## src/design/spq_pkg.sv

```systemverilog
package spq_pkg;

    localparam logic KIND_ENQ = 1'b0;
    localparam logic KIND_DEQ = 1'b1;

    typedef enum logic [1:0] {
        ST_DONE  = 2'd0,
        ST_EMPTY = 2'd1,
        ST_FULL  = 2'd2
    } status_t;

    typedef struct packed {
        logic       kind;
        logic [7:0] entry_id;
        logic [7:0] entry_priority;
    } in_item_t;

    typedef struct packed {
        status_t    status;
        logic [7:0] out_id;
        logic [7:0] out_priority;
        logic [4:0] occupancy;
    } out_item_t;

    // per-cell control: shift in on enqueue, shift out on dequeue
    typedef struct packed {
        logic enq;
        logic deq;
        logic valid;
        logic left_behind;
    } cell_ctrl_t;

endpackage

```

## src/design/spq_cell.sv

```systemverilog
module spq_cell #(
    parameter int ID_BITS       = 8,
    parameter int PRIORITY_BITS = 8
) (
    input  logic                     clk,
    input  spq_pkg::cell_ctrl_t      ctrl,
    input  logic [ID_BITS-1:0]       new_id,
    input  logic [PRIORITY_BITS-1:0] new_priority,
    input  logic [ID_BITS-1:0]       left_id,
    input  logic [PRIORITY_BITS-1:0] left_priority,
    input  logic [ID_BITS-1:0]       right_id,
    input  logic [PRIORITY_BITS-1:0] right_priority,
    output logic [ID_BITS-1:0]       id,
    output logic [PRIORITY_BITS-1:0] priority_val,
    output logic                     behind
);
    import spq_pkg::*;

    logic [ID_BITS-1:0]       id_reg;
    logic [ID_BITS-1:0]       id_next;
    logic [PRIORITY_BITS-1:0] priority_reg;
    logic [PRIORITY_BITS-1:0] priority_next;

    // new item goes behind this entry
    assign behind       = ctrl.valid && (priority_reg >= new_priority);
    assign id           = id_reg;
    assign priority_val = priority_reg;

    always_comb
    begin
        id_next       = id_reg;
        priority_next = priority_reg;
        priority if (ctrl.enq && !behind)
        begin
            if (ctrl.left_behind)
            begin
                id_next       = new_id;
                priority_next = new_priority;
            end
            else
            begin
                id_next       = left_id;
                priority_next = left_priority;
            end
        end
        else if (ctrl.deq)
        begin
            id_next       = right_id;
            priority_next = right_priority;
        end
        else
        begin
            id_next       = id_reg;
            priority_next = priority_reg;
        end
    end

    always_ff @(posedge clk)
    begin
        id_reg       <= id_next;
        priority_reg <= priority_next;
    end

endmodule

```

## src/design/stable_priority_queue.sv

```systemverilog
// Sorted queue of up to DEPTH entries (id, priority), highest priority at the
// head; equal priorities leave in arrival order. Each item is an enqueue or a
// dequeue of the head and yields one result with status, removed entry and
// count. One item per cycle unless an unread result stalls it: every cell
// compares its own priority with the new one in parallel and shifts by one
// place, so all cells update together; results sit in an output register.
module stable_priority_queue #(
    parameter int DEPTH         = 16,
    parameter int ID_BITS       = 8,
    parameter int PRIORITY_BITS = 8
) (
    input  logic                clk,
    input  logic                rst_n,
    input  logic                in_valid,
    output logic                in_ready,
    input  spq_pkg::in_item_t   in_item,
    output logic                out_valid,
    input  logic                out_ready,
    output spq_pkg::out_item_t  out_item
);
    import spq_pkg::*;

    localparam int CNT_BITS = $clog2(DEPTH + 1);

    logic [CNT_BITS-1:0]      count_reg;
    logic [CNT_BITS-1:0]      count_next;
    logic                     out_valid_reg;
    logic                     out_valid_next;
    out_item_t                out_reg;
    out_item_t                out_next;

    logic                     accept;
    logic                     full;
    logic                     empty;
    logic                     do_enq;
    logic                     do_deq;
    logic [ID_BITS-1:0]       new_id;
    logic [PRIORITY_BITS-1:0] new_priority;

    logic [ID_BITS-1:0]       cell_id       [DEPTH];
    logic [PRIORITY_BITS-1:0] cell_priority [DEPTH];
    logic [DEPTH-1:0]         cell_behind;

    assign in_ready     = !out_valid_reg || out_ready;
    assign accept       = in_valid && in_ready;
    assign full         = (count_reg == CNT_BITS'(DEPTH));
    assign empty        = (count_reg == '0);
    assign do_enq       = accept && (in_item.kind == KIND_ENQ) && !full;
    assign do_deq       = accept && (in_item.kind == KIND_DEQ) && !empty;
    assign new_id       = ID_BITS'(in_item.entry_id);
    assign new_priority = PRIORITY_BITS'(in_item.entry_priority);

    genvar g;
    generate
        for (g = 0; g < DEPTH; g++)
        begin : g_cell
            cell_ctrl_t               ctrl;
            logic [ID_BITS-1:0]       l_id;
            logic [PRIORITY_BITS-1:0] l_priority;
            logic [ID_BITS-1:0]       r_id;
            logic [PRIORITY_BITS-1:0] r_priority;

            assign ctrl.enq   = do_enq;
            assign ctrl.deq   = do_deq;
            assign ctrl.valid = (CNT_BITS'(g) < count_reg);

            if (g == 0)
            begin : g_first
                assign ctrl.left_behind = 1'b1;
                assign l_id             = new_id;
                assign l_priority       = new_priority;
            end
            else
            begin : g_mid
                assign ctrl.left_behind = cell_behind[g-1];
                assign l_id             = cell_id[g-1];
                assign l_priority       = cell_priority[g-1];
            end

            if (g == DEPTH - 1)
            begin : g_last
                assign r_id       = cell_id[g];
                assign r_priority = cell_priority[g];
            end
            else
            begin : g_inner
                assign r_id       = cell_id[g+1];
                assign r_priority = cell_priority[g+1];
            end

            spq_cell #(
                .ID_BITS       (ID_BITS),
                .PRIORITY_BITS (PRIORITY_BITS)
            ) u_cell (
                .clk            (clk),
                .ctrl           (ctrl),
                .new_id         (new_id),
                .new_priority   (new_priority),
                .left_id        (l_id),
                .left_priority  (l_priority),
                .right_id       (r_id),
                .right_priority (r_priority),
                .id             (cell_id[g]),
                .priority_val   (cell_priority[g]),
                .behind         (cell_behind[g])
            );
        end
    endgenerate

    always_comb
    begin
        count_next     = count_reg;
        out_valid_next = out_valid_reg;
        out_next       = out_reg;
        if (out_ready)
            out_valid_next = 1'b0;
        if (accept)
        begin
            out_valid_next        = 1'b1;
            out_next.status       = ST_DONE;
            out_next.out_id       = '0;
            out_next.out_priority = '0;
            if (in_item.kind == KIND_ENQ)
            begin
                if (full)
                    out_next.status = ST_FULL;
                else
                    count_next = count_reg + 1'b1;
            end
            else
            begin
                if (empty)
                    out_next.status = ST_EMPTY;
                else
                begin
                    count_next            = count_reg - 1'b1;
                    out_next.out_id       = 8'(cell_id[0]);
                    out_next.out_priority = 8'(cell_priority[0]);
                end
            end
            out_next.occupancy = 5'(count_next);
        end
    end

    always_ff @(posedge clk or negedge rst_n)
    begin
        if (!rst_n)
        begin
            count_reg     <= '0;
            out_valid_reg <= 1'b0;
        end
        else
        begin
            count_reg     <= count_next;
            out_valid_reg <= out_valid_next;
        end
    end

    always_ff @(posedge clk)
    begin
        out_reg <= out_next;
    end

    assign out_valid = out_valid_reg;
    assign out_item  = out_reg;

endmodule
```

## config.mk

```make
export PLATFORM = sky130hd
export DESIGN_NAME = stable_priority_queue
export DESIGN_NICKNAME = d
export VERILOG_FILES = /design/src/design/spq_pkg.sv /design/src/design/spq_cell.sv /design/src/design/stable_priority_queue.sv
export SDC_FILE = /design/constraint.sdc
export NUM_CORES = 1
export LEC_CHECK = 0
export CORE_MARGIN = 5
export CORE_UTILIZATION = 50
export DETAILED_ROUTE_END_ITERATION = 12
export DONT_BUFFER_PORTS = 1
export GPL_TIMING_DRIVEN = 0
export SYNTH_ARGS = -nofsm -noshare
export SYNTH_HDL_FRONTEND = slang
export SYNTH_SLANG_ARGS = --single-unit
```

## constraint.sdc

```tcl
create_clock -name clk -period 8.1 [get_ports clk]
set_input_delay 1.62 -clock clk [delete_from_list [all_inputs] [get_ports clk]]
set_output_delay 1.62 -clock clk [all_outputs]
set_load 0.1 [all_outputs]
```

==> flow_summary.yaml <==
run_status:
  status: "finished, final reports clean"
synthesis:
  synth_edf_count: 279
  synthTopCellsByArea: "edfxtp_1 (49%), mux2i_1 (12%), ha_1 (9.7%), o21ai_0 (5.3%), nand2_1 (4.6%)"
  synth-seq-area-share_pct: 49.9
  synthCells: 1529
  ys_warn_count: 0
  synth_area_leader_cell: "edfxtp_1"
  ys_ff_latch: 285
  yosysUniqueCellTypes: 58
  async_flop_share_pct: 2.11
  synth.most_common_cell: "edfxtp_1"
  yosysTopAreaCellShare_pct: 49.0
  synth_area_per_cell_um2: 11.2
  synthesis.area_um2: 17100
  synthTopCellsByCount: "edfxtp_1 (279), nand2_1 (208), mux2i_1 (197)"
  synth_fp_nets: 1682
  synthFlopType: "edfxtp_1"
floorplan:
  rows: 67
  coreArea_um2: 33600
  initial_core_util_pct: 50.9
  die_h_um: 195
  die_area_um2: 38000
  die_x_um: 195
  ioPinCount: 46
setup_path:
  slowest_stage: "inv_1"
  cp.arrival_ns: 5.93
  critPathKind: "input port to flop"
  start_kind: "input port"
  r2r_cells: 8
  crit_required_ns: 8.23
  crit_path_start: "in_item[1]"
  worst-path-buf-inv: 4
  cp_cell_sequence: "clkbuf_1, inv_1, ha_1, a2111oi_4, nor4_4, a211oi_4, and2_1, buf_4, buf_12, nand2b_1"
  reg2reg_from: "out_valid"
  endpoint: "g_cell[7].u_cell.priority_val[4]"
  crit_cells: 10
  path_max_fanout: 17
  end_kind: "flop"
  slowest_delay_ns: 0.85
  rrSetupSlack_ns: 2.86
  worstReg2RegEnd: "g_cell[3].u_cell.id[1]"
  critical_path.top_delay_family: "buffers and inverters"
place:
  gp_congestion: 0.888
  hpwl_mm: 36.8
  io_buffers: 0
route:
  routed_wirelength_mm: 50.2
  num_vias: 12310
  drc: 0
  drt_iter0_drc: 1214
  ant_nets: 0
  dr.pass1.iters: 7
  routedWlPerCell_um: 24.6
  vias_per_cell: 6.04
global_route:
  grtUsageTotal_pct: 25.7
  grt_pass1_vias: 12519
  grt_max_degree: 29
  grt_pass1_wl_mm: 75.7
  gr-total-overflow: 0
  antenna_found_initial: 0
power:
  p_total_mw: 5.81
  p_sw_share_pct: 36.1
  intPower_mw: 3.72
  p_clk_share_pct: 26.3
  ir_drop_mv: 0.197
  p_leak_nw: 7.49
  pwr-share-comb_pct: 32.3
  pwr_density_cell_nw_per_um2: 310
  p_switching_mw: 2.10
  seq_power_share_pct: 41.5
sta:
  final-max-slew-violation-count: 0
  setup_violations: 0
  skew_ns: 0.0159
  max_clock_freq_ghz: 0.173
  post-route-period-util_pct: 71.5
  worst_pin_slew_ns: 1.20
  layout_min_cycle_time_ns: 5.79
  finalHoldViolCount: 0
  fin_tns_setup_ns: 0
  rsz0062_at_grt: "no"
  slew_headroom_pct: 19.9
clock_tree:
  cts_buffers: 34
  root_buffer: "clkbuf_16"
  clkSinkCount: 285
  cts_tree: "built"
  cts_resized: 0
  cts_max_level: 2
  hold_buffers: 0
  clkTransAtPathRegs_ns: 0.06
  cts_setup_buffers: 0
  insertion_delay_ns: 0.52
  cts_buffer_depth: 3
finish:
  syn_to_final_growth_pct: 9.81
  antennaDiodeCount: 0
  final_layout_size_suffix_gt1_share_pct: 9.87
  fillers: 2960
  finalNetCount: 1720
min_path:
  hp-class: "flop to flop"
job:
  max_cap_viol_count: 0
-- placed cells by master (no fill, tap or decap), types with 9 or more instances in the layout --
cell type  synthesis  routed
edfxtp_1         279     279
nand2_1          208     208
mux2i_1          197     197
o21ai_0          181     180
ha_1             132     132
a21oi_1           99      98
nor2_1            75      75
clkbuf_1          55      69
mux2_2            64      64
clkbuf_16          0      35
inv_1             31      31
buf_2             26      26
and2_1            20      20
nand2b_1          16      16
a211oi_1          16      16
nand3_1           12      12
nor3_1            11      11
nor2b_1            9       9
-- how the worst min path moves through the flow --
stage	from	end	cells after the start
2_1_floorplan	g_cell[14].u_cell.id[0]	g_cell[13].u_cell.id[0]	2
3_3_place_gp	g_cell[4].u_cell.id[4]	g_cell[3].u_cell.id[4]	2
3_5_place_dp	g_cell[9].u_cell.id[1]	g_cell[8].u_cell.id[1]	2
4_1_cts	g_cell[8].u_cell.id[6]	g_cell[7].u_cell.id[6]	1
5_1_grt	g_cell[15].u_cell.id[7]	g_cell[14].u_cell.id[7]	2
6_report	g_cell[13].u_cell.id[0]	g_cell[12].u_cell.id[0]	2
-- power groups by stage --
stage / Sequential [mW] / Clock [mW] / Combinational, mW
finish: 2.41 / 1.53 / 1.88
global route: 2.43 / 1.61 / 2.07
CTS: 2.41 / 1.55 / 1.87
detailed placement: 2.44 / 0 / 1.87
global placement: 2.43 / 0 / 1.82
floorplan: 2.31 / 0 / 1.41
-- logic make-up after synthesis --
group	after synthesis	share of synthesized area [%]
and+or+nand+nor	374	9.56
buffers and inverters	119	3.07
adders and majority gates	132	9.66
DFF	285	49.9
AOI/OAI and AO/OA	348	11.5
xor gates and xnor gates	2	0.102
muxes	269	16.3
-- layer usage --
metal | vias to the layer above | global-route usage, % | wire length (um)
met5 | - | 0 | 0
met4 | 0 | 10.1 | 2200
met3 | 114 | 3.86 | 2910
met2 | 407 | 42.6 | 23800
met1 | 6017 | 34.2 | 21300
li1 | 5772 | - | -
-- tightest hold or removal path: cells and delay by family (launching register included) --
family,cells,cell delay [ns]
DFF,1,0.35
AOI/OAI and AO/OA,1,0.06
and+or+nand+nor,1,0.05
-- per-stage QoR --
step,setup WS [ns],hold slack (ns),instance area (um^2),cells,utilization [%]
finish,2.31,0.561,18800,2039,55.9
global route,2.14,0.585,18800,2039,55.9
CTS,2.28,0.562,18800,2039,55.9
detailed placement,1.75,0.548,17700,1979,52.6
global placement,1.03,0.533,17700,1977,52.5
floorplan,2.72,0.516,17100,1529,-
-- cell type report --
class | instances | area (um^2) | share of cell area, %
Multi-Input combinational cell | 1125 | 8050 | 42.9
Tap cell | 448 | 561 | 2.99
Buffer | 88 | 409 | 2.18
Clock inverter | 8 | 116 | 0.620
Timing Repair Buffer | 2 | 26.3 | 0.140
Clock buffer | 52 | 970 | 5.16
Inverter | 31 | 116 | 0.620
Sequential cell | 285 | 8530 | 45.4
No activity file was read; power rests on OpenSTA's default activity.
